<file path="src/sv/assert_macros.svh">
// ----------------------------------------------------------------------------
// Assertion macros
// Shared forms for the concurrent checks in the RTL.
// ----------------------------------------------------------------------------
`ifndef ASSERT_MACROS_SVH
`define ASSERT_MACROS_SVH

// Check clocked on clk and switched off while reset is asserted.
`define BACC_ASSERT(lbl, clk, rst_n, prop, msg) \
  lbl: assert property (@(posedge clk) disable iff (!rst_n) prop) else $error(msg);

// Check clocked on clk that also holds during reset.
`define BACC_ASSERT_ALWAYS(lbl, clk, prop, msg) \
  lbl: assert property (@(posedge clk) prop) else $error(msg);

`endif

</file>
<file path="src/sv/bacc_pkg.sv">
// ----------------------------------------------------------------------------
// bacc_pkg
// Shared types and constants of the block accumulator.
// ----------------------------------------------------------------------------
`default_nettype none

package bacc_pkg;

  localparam int SUM_WIDTH_DEF = 48;
  localparam int CFG_IDX_W     = 2;
  localparam int CFG_DATA_W    = 16;

  // Configuration register indexes
  typedef enum logic [CFG_IDX_W-1:0] {
    CFG_TIME_MODE = 2'd0,
    CFG_FACTOR    = 2'd1,
    CFG_TOLERANCE = 2'd2
  } bacc_cfg_idx_t;

  localparam logic [15:0] FACTOR_RST = 16'd2;
  localparam logic [15:0] FACTOR_MIN = 16'd2;

  typedef struct packed {
    logic        time_mode;
    logic [15:0] block_factor;
    logic [15:0] time_tolerance;
  } bacc_cfg_t;

  typedef struct packed {
    logic [31:0]        sample_time;
    logic signed [31:0] real_value;
    logic signed [31:0] cplx_re;
    logic signed [31:0] cplx_im;
    logic               bad_flag;
  } bacc_sample_t;

endpackage

`default_nettype wire

</file>
<file path="src/sv/bacc_in_if.sv">
// ----------------------------------------------------------------------------
// bacc_in_if
// Sample channel: valid/ready handshake with one timestamped sample.
// ----------------------------------------------------------------------------
`default_nettype none

interface bacc_in_if;
  logic               valid;
  logic               ready;
  logic [31:0]        sample_time;
  logic signed [31:0] real_value;
  logic signed [31:0] cplx_re;
  logic signed [31:0] cplx_im;
  logic               bad_flag;

  modport source (
    output valid, sample_time, real_value, cplx_re, cplx_im, bad_flag,
    input  ready
  );
  modport sink (
    input  valid, sample_time, real_value, cplx_re, cplx_im, bad_flag,
    output ready
  );
endinterface

`default_nettype wire

</file>
<file path="src/sv/bacc_out_if.sv">
// ----------------------------------------------------------------------------
// bacc_out_if
// Block result channel: valid/ready handshake with one block result.
// ----------------------------------------------------------------------------
`default_nettype none

interface bacc_out_if #(
  parameter int SUM_WIDTH = bacc_pkg::SUM_WIDTH_DEF
);
  logic                        valid;
  logic                        ready;
  logic [31:0]                 block_time;
  logic signed [SUM_WIDTH-1:0] real_sum;
  logic signed [SUM_WIDTH-1:0] cplx_re_sum;
  logic signed [SUM_WIDTH-1:0] cplx_im_sum;
  logic [31:0]                 dropped_runs;

  modport source (
    output valid, block_time, real_sum, cplx_re_sum, cplx_im_sum, dropped_runs,
    input  ready
  );
  modport sink (
    input  valid, block_time, real_sum, cplx_re_sum, cplx_im_sum, dropped_runs,
    output ready
  );
endinterface

`default_nettype wire

</file>
<file path="src/sv/bacc_sat_add.sv">
// ----------------------------------------------------------------------------
// bacc_sat_add
// Adds a signed 32-bit sample to a signed accumulator, clamping on overflow.
// ----------------------------------------------------------------------------
`default_nettype none

module bacc_sat_add #(
  parameter int SUM_WIDTH = bacc_pkg::SUM_WIDTH_DEF
) (
  input  wire logic signed [SUM_WIDTH-1:0] acc,
  input  wire logic signed [31:0]          x,
  output logic signed [SUM_WIDTH-1:0]      sum
);

  logic [SUM_WIDTH:0] wide;

  assign wide = {acc[SUM_WIDTH-1], acc} + {{(SUM_WIDTH+1-32){x[31]}}, x};

  // The two top bits differ only when the true sum left the signed range.
  always_comb begin
    if (wide[SUM_WIDTH] != wide[SUM_WIDTH-1]) begin
      sum = wide[SUM_WIDTH] ? {1'b1, {(SUM_WIDTH-1){1'b0}}}
                            : {1'b0, {(SUM_WIDTH-1){1'b1}}};
    end else begin
      sum = wide[SUM_WIDTH-1:0];
    end
  end

endmodule

`default_nettype wire

</file>
<file path="src/sv/bacc_core.sv">
// ----------------------------------------------------------------------------
// bacc_core
// Block state and the per-sample update for count and time framing.
// ----------------------------------------------------------------------------
`default_nettype none
`include "assert_macros.svh"

module bacc_core #(
  parameter int SUM_WIDTH = bacc_pkg::SUM_WIDTH_DEF
) (
  input  wire logic                         clk,
  input  wire logic                         rst_n,
  input  wire logic                         step,
  input  wire bacc_pkg::bacc_sample_t       smp,
  input  wire bacc_pkg::bacc_cfg_t          cfg,
  output logic                              res_emit,
  output logic [31:0]                       res_block_time,
  output logic signed [SUM_WIDTH-1:0]       res_real_sum,
  output logic signed [SUM_WIDTH-1:0]       res_cplx_re_sum,
  output logic signed [SUM_WIDTH-1:0]       res_cplx_im_sum,
  output logic [31:0]                       res_dropped
);

  logic signed [SUM_WIDTH-1:0] acc_real_r, acc_real_nxt;
  logic signed [SUM_WIDTH-1:0] acc_re_r, acc_re_nxt;
  logic signed [SUM_WIDTH-1:0] acc_im_r, acc_im_nxt;
  logic [31:0]                 run_start_r, run_start_nxt;
  logic [15:0]                 run_count_r, run_count_nxt;
  logic                        start_pending_r, start_pending_nxt;
  logic [31:0]                 drop_cnt_r, drop_cnt_nxt;

  logic signed [SUM_WIDTH-1:0] add_real, add_re, add_im;
  logic signed [SUM_WIDTH-1:0] load_real, load_re, load_im;
  logic [15:0]                 factor;
  logic [15:0]                 count_inc;
  logic [31:0]                 start_cnt, start_tim;
  logic signed [33:0]          delta, tol;
  logic                        in_window, too_late;

  bacc_sat_add #(.SUM_WIDTH(SUM_WIDTH)) u_add_real (
    .acc(acc_real_r), .x(smp.real_value), .sum(add_real)
  );
  bacc_sat_add #(.SUM_WIDTH(SUM_WIDTH)) u_add_re (
    .acc(acc_re_r), .x(smp.cplx_re), .sum(add_re)
  );
  bacc_sat_add #(.SUM_WIDTH(SUM_WIDTH)) u_add_im (
    .acc(acc_im_r), .x(smp.cplx_im), .sum(add_im)
  );

  always_comb begin
    factor    = (cfg.block_factor < bacc_pkg::FACTOR_MIN) ? bacc_pkg::FACTOR_MIN
                                                          : cfg.block_factor;
    count_inc = run_count_r + 16'd1;
    start_cnt = (run_count_r == 16'd0) ? smp.sample_time : run_start_r;
    start_tim = start_pending_r ? smp.sample_time : run_start_r;

    // Signed elapsed time minus window, wide enough to never wrap.
    delta = $signed({2'b00, smp.sample_time}) - $signed({2'b00, start_tim})
            - $signed({18'd0, factor});
    tol   = $signed({18'd0, cfg.time_tolerance});
    in_window = (delta >= -tol) && (delta <= tol);
    too_late  = delta > tol;

    load_real = smp.bad_flag ? '0 : {{(SUM_WIDTH-32){smp.real_value[31]}}, smp.real_value};
    load_re   = smp.bad_flag ? '0 : {{(SUM_WIDTH-32){smp.cplx_re[31]}}, smp.cplx_re};
    load_im   = smp.bad_flag ? '0 : {{(SUM_WIDTH-32){smp.cplx_im[31]}}, smp.cplx_im};

    acc_real_nxt      = smp.bad_flag ? acc_real_r : add_real;
    acc_re_nxt        = smp.bad_flag ? acc_re_r : add_re;
    acc_im_nxt        = smp.bad_flag ? acc_im_r : add_im;
    run_count_nxt     = run_count_r;
    start_pending_nxt = start_pending_r;
    drop_cnt_nxt      = drop_cnt_r;
    run_start_nxt     = run_start_r;

    res_emit        = 1'b0;
    res_block_time  = start_cnt;
    res_real_sum    = acc_real_nxt;
    res_cplx_re_sum = acc_re_nxt;
    res_cplx_im_sum = acc_im_nxt;
    res_dropped     = drop_cnt_r;

    if (!cfg.time_mode) begin
      run_start_nxt = start_cnt;
      if (count_inc >= factor) begin
        res_emit      = 1'b1;
        run_count_nxt = '0;
        acc_real_nxt  = '0;
        acc_re_nxt    = '0;
        acc_im_nxt    = '0;
      end else begin
        run_count_nxt = count_inc;
      end
    end else begin
      start_pending_nxt = 1'b0;
      res_block_time    = start_tim;
      res_real_sum      = acc_real_r;
      res_cplx_re_sum   = acc_re_r;
      res_cplx_im_sum   = acc_im_r;
      run_start_nxt     = start_tim;
      if (in_window || too_late) begin
        // The sample that closes or restarts a run opens the next one.
        res_emit      = in_window;
        run_start_nxt = smp.sample_time;
        acc_real_nxt  = load_real;
        acc_re_nxt    = load_re;
        acc_im_nxt    = load_im;
        if (too_late) begin
          drop_cnt_nxt = drop_cnt_r + 32'd1;
        end
      end
    end
  end

  always_ff @(posedge clk) begin
    if (!rst_n) begin
      acc_real_r      <= '0;
      acc_re_r        <= '0;
      acc_im_r        <= '0;
      run_start_r     <= '0;
      run_count_r     <= '0;
      start_pending_r <= 1'b1;
      drop_cnt_r      <= '0;
    end else if (step) begin
      acc_real_r      <= acc_real_nxt;
      acc_re_r        <= acc_re_nxt;
      acc_im_r        <= acc_im_nxt;
      run_start_r     <= run_start_nxt;
      run_count_r     <= run_count_nxt;
      start_pending_r <= start_pending_nxt;
      drop_cnt_r      <= drop_cnt_nxt;
    end
  end

  `BACC_ASSERT(a_pending_once, clk, rst_n, !start_pending_r |=> !start_pending_r, "start pending set again")
  `BACC_ASSERT(a_drop_time_only, clk, rst_n, (drop_cnt_r != $past(drop_cnt_r)) |-> $past(step && cfg.time_mode), "drop counter moved outside a time-mode sample")

endmodule

`default_nettype wire

</file>
<file path="src/sv/block_accumulator_count_or_time.sv">
// ----------------------------------------------------------------------------
// block_accumulator_count_or_time
// Integrate-and-dump accumulator with count or time-window block framing.
// ----------------------------------------------------------------------------
// Samples arrive on in_ch (valid/ready); a transfer takes one timestamped
// sample into an input register. Block results leave on out_ch from a
// result register. Registers are written through cfg_we/cfg_idx/cfg_wdata;
// the user must write them only while no sample is in flight, and the
// block itself has no guard for this. The core sits between the input and
// result registers: a sample is held first in the input register and, once
// the result register is free, the block that it closes is written into the
// result register, from which it is valid on out_ch. While out_ch is not
// stalled, one sample can be taken every cycle as the core updates the three
// SUM_WIDTH-bit sums. A sample that closes no block leaves no result.
// When the receiver holds out_ch.ready low, the result stays in its
// register and the input register stalls behind it, so in_ch.ready falls
// only while both are full.
// Synchronous reset clears the sums, the run state, the drop counter and
// both valid flags, and loads the register reset values; the first time-mode
// sample after reset starts the first run.
// ----------------------------------------------------------------------------
`default_nettype none
`include "assert_macros.svh"

module block_accumulator_count_or_time #(
  parameter int SUM_WIDTH = bacc_pkg::SUM_WIDTH_DEF
) (
  input  wire logic                             clk,
  input  wire logic                             rst_n,
  bacc_in_if.sink                               in_ch,
  bacc_out_if.source                            out_ch,
  input  wire logic                             cfg_we,
  input  wire logic [bacc_pkg::CFG_IDX_W-1:0]   cfg_idx,
  input  wire logic [bacc_pkg::CFG_DATA_W-1:0]  cfg_wdata
);

  bacc_pkg::bacc_cfg_t    cfg_r;
  bacc_pkg::bacc_sample_t s1_data_r;
  logic                   s1_valid_r;
  logic                   out_valid_r;
  logic                   out_free, advance;

  logic                        res_emit;
  logic [31:0]                 res_block_time, res_dropped;
  logic signed [SUM_WIDTH-1:0] res_real_sum, res_cplx_re_sum, res_cplx_im_sum;

  always_ff @(posedge clk) begin
    if (!rst_n) begin
      cfg_r.time_mode      <= 1'b0;
      cfg_r.block_factor   <= bacc_pkg::FACTOR_RST;
      cfg_r.time_tolerance <= '0;
    end else if (cfg_we) begin
      unique case (cfg_idx)
        bacc_pkg::CFG_TIME_MODE: cfg_r.time_mode      <= cfg_wdata[0];
        bacc_pkg::CFG_FACTOR:    cfg_r.block_factor   <= cfg_wdata;
        bacc_pkg::CFG_TOLERANCE: cfg_r.time_tolerance <= cfg_wdata;
        default: ;
      endcase
    end
  end

  assign out_free    = !out_valid_r || out_ch.ready;
  assign advance     = s1_valid_r && out_free;
  assign in_ch.ready = !s1_valid_r || out_free;

  always_ff @(posedge clk) begin
    if (!rst_n) begin
      s1_valid_r <= 1'b0;
    end else if (in_ch.ready) begin
      s1_valid_r <= in_ch.valid;
    end
  end

  always_ff @(posedge clk) begin
    if (in_ch.valid && in_ch.ready) begin
      s1_data_r.sample_time <= in_ch.sample_time;
      s1_data_r.real_value  <= in_ch.real_value;
      s1_data_r.cplx_re     <= in_ch.cplx_re;
      s1_data_r.cplx_im     <= in_ch.cplx_im;
      s1_data_r.bad_flag    <= in_ch.bad_flag;
    end
  end

  bacc_core #(.SUM_WIDTH(SUM_WIDTH)) u_core (
    .clk             (clk),
    .rst_n           (rst_n),
    .step            (advance),
    .smp             (s1_data_r),
    .cfg             (cfg_r),
    .res_emit        (res_emit),
    .res_block_time  (res_block_time),
    .res_real_sum    (res_real_sum),
    .res_cplx_re_sum (res_cplx_re_sum),
    .res_cplx_im_sum (res_cplx_im_sum),
    .res_dropped     (res_dropped)
  );

  always_ff @(posedge clk) begin
    if (!rst_n) begin
      out_valid_r <= 1'b0;
    end else if (advance && res_emit) begin
      out_valid_r <= 1'b1;
    end else if (out_ch.ready) begin
      out_valid_r <= 1'b0;
    end
  end

  always_ff @(posedge clk) begin
    if (advance && res_emit) begin
      out_ch.block_time   <= res_block_time;
      out_ch.real_sum     <= res_real_sum;
      out_ch.cplx_re_sum  <= res_cplx_re_sum;
      out_ch.cplx_im_sum  <= res_cplx_im_sum;
      out_ch.dropped_runs <= res_dropped;
    end
  end

  assign out_ch.valid = out_valid_r;

  `BACC_ASSERT(a_out_from_s1, clk, rst_n, $rose(out_valid_r) |-> $past(s1_valid_r), "result appeared with no sample in the input register")
  `BACC_ASSERT_ALWAYS(a_reset_idle, clk, !rst_n |=> (!s1_valid_r && !out_valid_r), "valid flags not cleared by reset")

endmodule

`default_nettype wire

</file>
<file path="src/flat_wrapper.sv">
// flat-port wrapper written by rule: the top's interface ports become plain ports
module block_accumulator_count_or_time_flat 
#(
  parameter int SUM_WIDTH = bacc_pkg::SUM_WIDTH_DEF
)
  (clk, rst_n, cfg_we, cfg_idx, cfg_wdata, in_ch_valid, in_ch_sample_time, in_ch_real_value, in_ch_cplx_re, in_ch_cplx_im, in_ch_bad_flag, in_ch_ready, out_ch_valid, out_ch_block_time, out_ch_real_sum, out_ch_cplx_re_sum, out_ch_cplx_im_sum, out_ch_dropped_runs, out_ch_ready);
  bacc_in_if in_ch_i ();
  bacc_out_if #(.SUM_WIDTH(SUM_WIDTH)) out_ch_i ();
  input  wire logic clk;
  input  wire logic rst_n;
  input  wire logic cfg_we;
  input  wire logic [bacc_pkg::CFG_IDX_W-1:0] cfg_idx;
  input  wire logic [bacc_pkg::CFG_DATA_W-1:0] cfg_wdata;
  input wire logic [$bits(in_ch_i.valid)-1:0] in_ch_valid;
  input wire logic [$bits(in_ch_i.sample_time)-1:0] in_ch_sample_time;
  input wire logic [$bits(in_ch_i.real_value)-1:0] in_ch_real_value;
  input wire logic [$bits(in_ch_i.cplx_re)-1:0] in_ch_cplx_re;
  input wire logic [$bits(in_ch_i.cplx_im)-1:0] in_ch_cplx_im;
  input wire logic [$bits(in_ch_i.bad_flag)-1:0] in_ch_bad_flag;
  output wire logic [$bits(in_ch_i.ready)-1:0] in_ch_ready;
  output wire logic [$bits(out_ch_i.valid)-1:0] out_ch_valid;
  output wire logic [$bits(out_ch_i.block_time)-1:0] out_ch_block_time;
  output wire logic [$bits(out_ch_i.real_sum)-1:0] out_ch_real_sum;
  output wire logic [$bits(out_ch_i.cplx_re_sum)-1:0] out_ch_cplx_re_sum;
  output wire logic [$bits(out_ch_i.cplx_im_sum)-1:0] out_ch_cplx_im_sum;
  output wire logic [$bits(out_ch_i.dropped_runs)-1:0] out_ch_dropped_runs;
  input wire logic [$bits(out_ch_i.ready)-1:0] out_ch_ready;
  assign in_ch_i.valid = in_ch_valid;
  assign in_ch_i.sample_time = in_ch_sample_time;
  assign in_ch_i.real_value = in_ch_real_value;
  assign in_ch_i.cplx_re = in_ch_cplx_re;
  assign in_ch_i.cplx_im = in_ch_cplx_im;
  assign in_ch_i.bad_flag = in_ch_bad_flag;
  assign in_ch_ready = in_ch_i.ready;
  assign out_ch_valid = out_ch_i.valid;
  assign out_ch_block_time = out_ch_i.block_time;
  assign out_ch_real_sum = out_ch_i.real_sum;
  assign out_ch_cplx_re_sum = out_ch_i.cplx_re_sum;
  assign out_ch_cplx_im_sum = out_ch_i.cplx_im_sum;
  assign out_ch_dropped_runs = out_ch_i.dropped_runs;
  assign out_ch_i.ready = out_ch_ready;
  block_accumulator_count_or_time #(.SUM_WIDTH(SUM_WIDTH)) u_core (.clk(clk), .rst_n(rst_n), .in_ch(in_ch_i), .out_ch(out_ch_i), .cfg_we(cfg_we), .cfg_idx(cfg_idx), .cfg_wdata(cfg_wdata));
endmodule
</file>
<file path="config.mk">
export PLATFORM = sky130hd
export DESIGN_NAME = block_accumulator_count_or_time_flat
export DESIGN_NICKNAME = d
export VERILOG_FILES = /design/src/sv/bacc_pkg.sv /design/src/sv/bacc_in_if.sv /design/src/sv/bacc_out_if.sv /design/src/sv/bacc_sat_add.sv /design/src/sv/bacc_core.sv /design/src/sv/block_accumulator_count_or_time.sv /design/src/flat_wrapper.sv
export VERILOG_INCLUDE_DIRS = /design/src /design/src/sv
export SDC_FILE = /design/constraint.sdc
export NUM_CORES = 2
export LEC_CHECK = 0
export BUFFER_PORTS_ARGS = -buffer_cell sky130_fd_sc_hd__buf_2
export CAP_MARGIN = 20
export CORE_MARGIN = 2
export CORE_UTILIZATION = 44
export CTS_CLUSTER_SIZE = 20
export DETAILED_ROUTE_END_ITERATION = 7
export PLACE_DENSITY_LB_ADDON = 0.25
export SYNTH_ARGS = -nofsm -noshare
export SYNTH_HDL_FRONTEND = slang
export SYNTH_SLANG_ARGS = --single-unit
</file>
<file path="constraint.sdc">
create_clock -name clk -period 49 [get_ports clk]
set_clock_uncertainty 0.05 [all_clocks]
set_input_delay 9.8 -clock clk [delete_from_list [all_inputs] [get_ports clk]]
set_output_delay 9.8 -clock clk [all_outputs]
set_load 0.05 [all_outputs]
</file>
# --- Word level (Yosys, flattened, before mapping) ---
# Index checks and enable logic that the tools add are counted.
classes:
  add_sub_neg: 8
  magnitude_cmp: 5
  eq_ne: 5
  muxes: 36
  n_bitwise: 1
  reduce_logical: 18
ops:
  columns: ["cell", "count"]
  rows:
  - ["48-bit 2-to-1 mux", 24]
  - ["32-bit 2-to-1 mux", 5]
  - ["48-bit by 32-bit adder with 49-bit output", 3]
  - ["34-bit greater-or-equal comparator", 1]
  - ["34-bit by 17-bit greater-than comparator with 1-bit output", 1]
  - ["34-bit by 17-bit less-or-equal comparator with 1-bit output", 1]
  - ["16-bit negation with 34-bit output", 1]
  - ["33-bit by 17-bit subtractor with 34-bit output", 1]
  - ["32-bit by 32-bit subtractor with 33-bit output", 1]
  - ["32-bit by 1-bit adder with 32-bit output (second input constant)", 1]
  - ["16-bit 2-to-1 mux", 2]
  - ["16-bit by 1-bit adder with 16-bit output (second input constant)", 1]
  - ["16-bit greater-or-equal comparator", 1]
  - ["16-bit logical NOT", 1]
  - ["16-bit by 2-bit less-than comparator with 1-bit output (second input constant)", 1]
  - ["2-bit AND reduction", 5]
  - ["1-bit 2-to-1 mux", 5]
  - ["1-bit logical AND", 4]
  - ["4-bit AND reduction", 1]
  - ["1-bit logical OR", 3]
  - ["1-bit != test", 3]
  - ["2-bit by 1-bit == test with 1-bit output (second input constant)", 1]
  - ["2-bit == test (second input constant)", 1]
  - ["1-bit logical NOT", 2]
  - ["3 further kinds", 3]
word_totals:
  reg_bits: 597
  input_bits: 152
  out_inout_bits: 210
  word_cells: 95

# --- Depth between registers and ports, before layout ---
depth:
  depth_word: 10
  ltp_mapped: 38
  depth_no_buf: 33

# --- By module ---
# From an unflattened synthesis, not the netlist that was laid out.
unflattened:
  hier_cells: 4364
  area_unflattened_um2: 40801.6
by_module_without_submodules:
  columns: ["mod", "instances", "cells_each", "area_per_inst_um2", "seq_area_each_um2"]
  rows:
  - ["bacc_core", 1, 2499, 19946.6, 4504.3]
  - ["block_accumulator_count_or_time", 1, 476, 11489.8, 10820.4]
  - ["bacc_sat_add", 3, 463, 3121.7, 0.0]

# --- Worst setup path after synthesis ---
# OpenSTA, ideal clock, no wires.
synth_timing:
  path_type: "input-to-output"
  startpoint: "input out_ch_ready"
  endpoint: "output in_ch_ready"
  t_arrival_ps: 10348
  t_required_ps: 39150
  slack_ps: 28802
  cell_stages: 2
  path_buffers: 0
  path_cell_list: "nor2b_1 nand2_1"
synth_via:
  elab_chain_cells: 2
synth_rtl:
  columns: ["item", "line_no", "text"]
  rows:
  - ["from (decl)", "flat_wrapper.sv:27", "input wire logic [$bits(out_ch_i.ready)-1:0] out_ch_ready;"]
  - ["1-bit logical OR", "block_accumulator_count_or_time.sv:62", "assign out_free = !out_valid_r || out_ch.ready;"]
  - ["1-bit logical OR", "block_accumulator_count_or_time.sv:64", "assign in_ch.ready = !s1_valid_r || out_free;"]
  - ["to (decl)", "flat_wrapper.sv:20", "output wire logic [$bits(in_ch_i.ready)-1:0] in_ch_ready;"]
# No other way between the ends.

# --- Worst setup path after layout ---
# Same ends and word-level chain as after synthesis.

==> results_dict.tcl <==
set metrics [dict create \
    gp_congestion 0.917 \
    synth_top_family_by_area "compound AO/OA/AOI/OAI gates" \
    fillCellCount 8121 \
    cts_buffer_depth 3 \
    drc 0 \
    slew_violations 0 \
    grt_pass1_vias 31500 \
    syn_nets 4667 \
    drt-initial-drc-count 2773 \
    synthAdderAreaFrac 0.106 \
    crit_path_start_kind "primary input" \
    crit_buf_inv 2 \
    wire_per_inst_um 20.3 \
    grt_pass1_wl_um 179000 \
    synth_edf_count 337 \
    final_common_cell "nand2_1" \
    clock-sinks 597 \
    cp-end-kind "output pin" \
    arrival_ps 10560 \
    hold_end "u_core.out_ch.dropped_runs[31]$_DFFE_PP_" \
    fmax_ghz 0.0490 \
    r2r-end "u_core.out_ch.real_sum[10]$_DFFE_PP_" \
    synth_area_sq_um 38900 \
    nets 4932 \
    r2r_slack_ps 39170 \
    htreeDepth 3 \
    port_buffers 361 \
    cts_hold_buf 0 \
    worst_pin_slew_ps 1130 \
    min_path_cells 0 \
    seq_area_frac_synth 0.394 \
    avgSynthCellArea_sq_um 9.14 \
    critical_path_depth 4 \
    fp.coreArea_sq_um 87200 \
    outcome "completed" \
    areaGrowthSynthToFinish_pct 13.2 \
    start_util 0.446 \
    clk_pin_slew_worst_paths_ps 60 \
    first_pass_iters 6 \
    num_vias 33600 \
    critPathRequiredTime_ps 39150 \
    grtUsageMet2 0.388 \
    die_w_um 301 \
    synthSimpleGateAreaFrac 0.158 \
    path_cells "buf_2, nor2b_1, nand2_1, buf_2" \
    fin_setup_tns_ps 0 \
    drive_gt1_frac 0.146 \
    grt_max_degree 86 \
    wl_um 116000 \
    use_met1 0.351 \
    syn_inst 4250 \
    grt-busiest-layer "met2" \
    max_slew_margin 0.248 \
    numCtsBuffers 68 \
    power.leakage_nw 17.3 \
    dp.final_hpwl_um 81900 \
    hold_viol 0 \
    synth-compound-area-share 0.218 \
    slowest_delay_ps 280 \
    mostFrequentLayoutCells "nand2_1 (537), a21oi_1 (393), buf_2 (360), edfxtp_1 (337), nor2_1 (286)" \
    ff_latch_area_sq_um 15300 \
    crit_type "primary input to output pin" \
    min_from "u_core.u_core.res_dropped[31]$_SDFFE_PN0P_" \
    multi_input_area_sq_um 22300 \
    hp-class "register to register" \
    cts_resized 0 \
    crit_fanout 5 \
    ant_nets 0 \
    critPathMostFrequentCell "buf_2" \
    period_share 0.417 \
    synthDistinctLibCells 113 \
    ctsRootBufferMaster "clkbuf_16" \
    ys_ff_latch 597 \
    final_util 0.505 \
    cts_setup_buffers 0 \
    io_pins 362 \
    reg2regPathDepth 34 \
    ir_worst_vdd_v 0.0000273 \
    cap_violations 0 \
    crit_path_top_delay_cell "nor2b_1" \
    post-route-min-period_ps 20410 \
    ys_async_sr_fraction 0 \
    yosys_warnings 0 \
    antenna_found_initial 11 \
    synth_xor_area_frac 0.0450 \
    dieArea_sq_um 90700 \
    setup_viol 0 \
    grt_usage 0.249 \
    cpLargestDelayFamily "simple AND/OR/NAND/NOR gates" \
    viasPerCell 5.87 \
    synth_flop_cell "edfxtp_1" \
    fp.dieH_um 301 \
    synth.area.mux_share 0.0427 \
    rsz0062_at_grt "no" \
    insertion_delay_ps 650 \
    grt-ovfl-total 0 \
    power_density_nw_per_um2 35.0 \
    reg2reg_from "u_core.u_core.start_pending_r$_SDFFE_PN1P_" \
    grtUsageMet3 0.0285 \
    rows 108 \
    cts_tree "done" \
]
[registers in the layout (all words and copies together) (netlist names)]
signal and count:
u_core.out_ch.block_time 32, u_core.cfg_r 33, u_core.out_ch.cplx_im_sum 48, u_core.out_ch.valid 1, u_core.u_core.run_start_r 32, u_core.out_ch.dropped_runs 32
u_core.u_core.run_count_r 16, u_core.s1_valid_r 1, u_core.u_core.acc_real_r 48, u_core.u_core.start_pending_r 1, u_core.out_ch.cplx_re_sum 48, u_core.out_ch.real_sum 48
u_core.u_core.res_dropped 32, u_core.u_core.acc_re_r 48, u_core.s1_data_r 129, u_core.u_core.acc_im_r 48
[power breakdown]
part           switching (mW)  internal, mW
Combinational           0.282         0.159
Clock                   0.220         0.302
Sequential             0.0188         0.558
[cell usage after synthesis, drive strengths merged, types with 68 or more instances]
cell      n  area, sq um
nor2    291         1090
a21oi   404         2090
nor3     68          340
o21ai   281         1440
clkbuf  145          544
ha      260         3250
dfxtp   260         5200
inv     126          473
nand2   538         2020
o211ai  115          946
xor2     77          674
xnor2   122         1080
edfxtp  337        10100
a21o     97          728
maj3     78          781
mux2i    82          825
mux2     74          833
nand3   139          701
[through the flow]
step | hold slack (ps) | worst slack (ps) | instance area, sq um | power [mW] | std cells
floorplan | 366 | 28800 | 38900 | 0.909 | 4250
global placement | 380 | 28680 | 41600 | 1.01 | 5595
detailed placement | 385 | 28630 | 41600 | 1.02 | 5596
CTS | 397 | 28600 | 43900 | 1.54 | 5719
global route | 403 | 28500 | 44000 | 1.62 | 5729
finish | 398 | 28590 | 44000 | 1.54 | 5729
[worst reg2reg max path: cells and delay by family, from the launching register on]
| family | cells | cell delay (ps) |
|---|---|---|
| flops | 1 | 480 |
| mux | 1 | 190 |
| compound gates | 12 | 2750 |
| simple gates | 12 | 2400 |
| buf+inv | 4 | 2080 |
| xor+xnor | 2 | 390 |
| fa+ha+maj | 3 | 1040 |
[final cells by class]
cell class                 count  share of cell area
antenna                        6            0.000341
clock buffer                  83              0.0409
clock inverter                40              0.0106
inverter                     127              0.0109
multi-input combinational   3317               0.506
sequential                   597               0.348
tap                         1155              0.0328
timing repair buffer         404              0.0499
[logic make-up (layout without fill, tap and decap cells)]
logic type / Yosys count / in the layout
compound gates: 1288 / 1288
simple gates: 1331 / 1331
other cells: 0 / 6
mux: 156 / 156
flops: 597 / 597
buf+inv: 336 / 654
xor+xnor: 199 / 199
fa+ha+maj: 343 / 343
[layer usage]
layer  wire [um]  vias up
met1       53700    16000
li1            -    16400
met5           0        -
met4        4110        0
met3        6780      172
met2       51600     1036
[worst max path at each step]
stage	to	start	slack [ps]
global route	in_ch_ready	out_ch_ready	28500
floorplan	in_ch_ready	out_ch_ready	28800
CTS	in_ch_ready	out_ch_ready	28600
finish	in_ch_ready	out_ch_ready	28590
global placement	in_ch_ready	out_ch_ready	28680
detailed placement	in_ch_ready	out_ch_ready	28630
(Power assumes the default switching activity.)
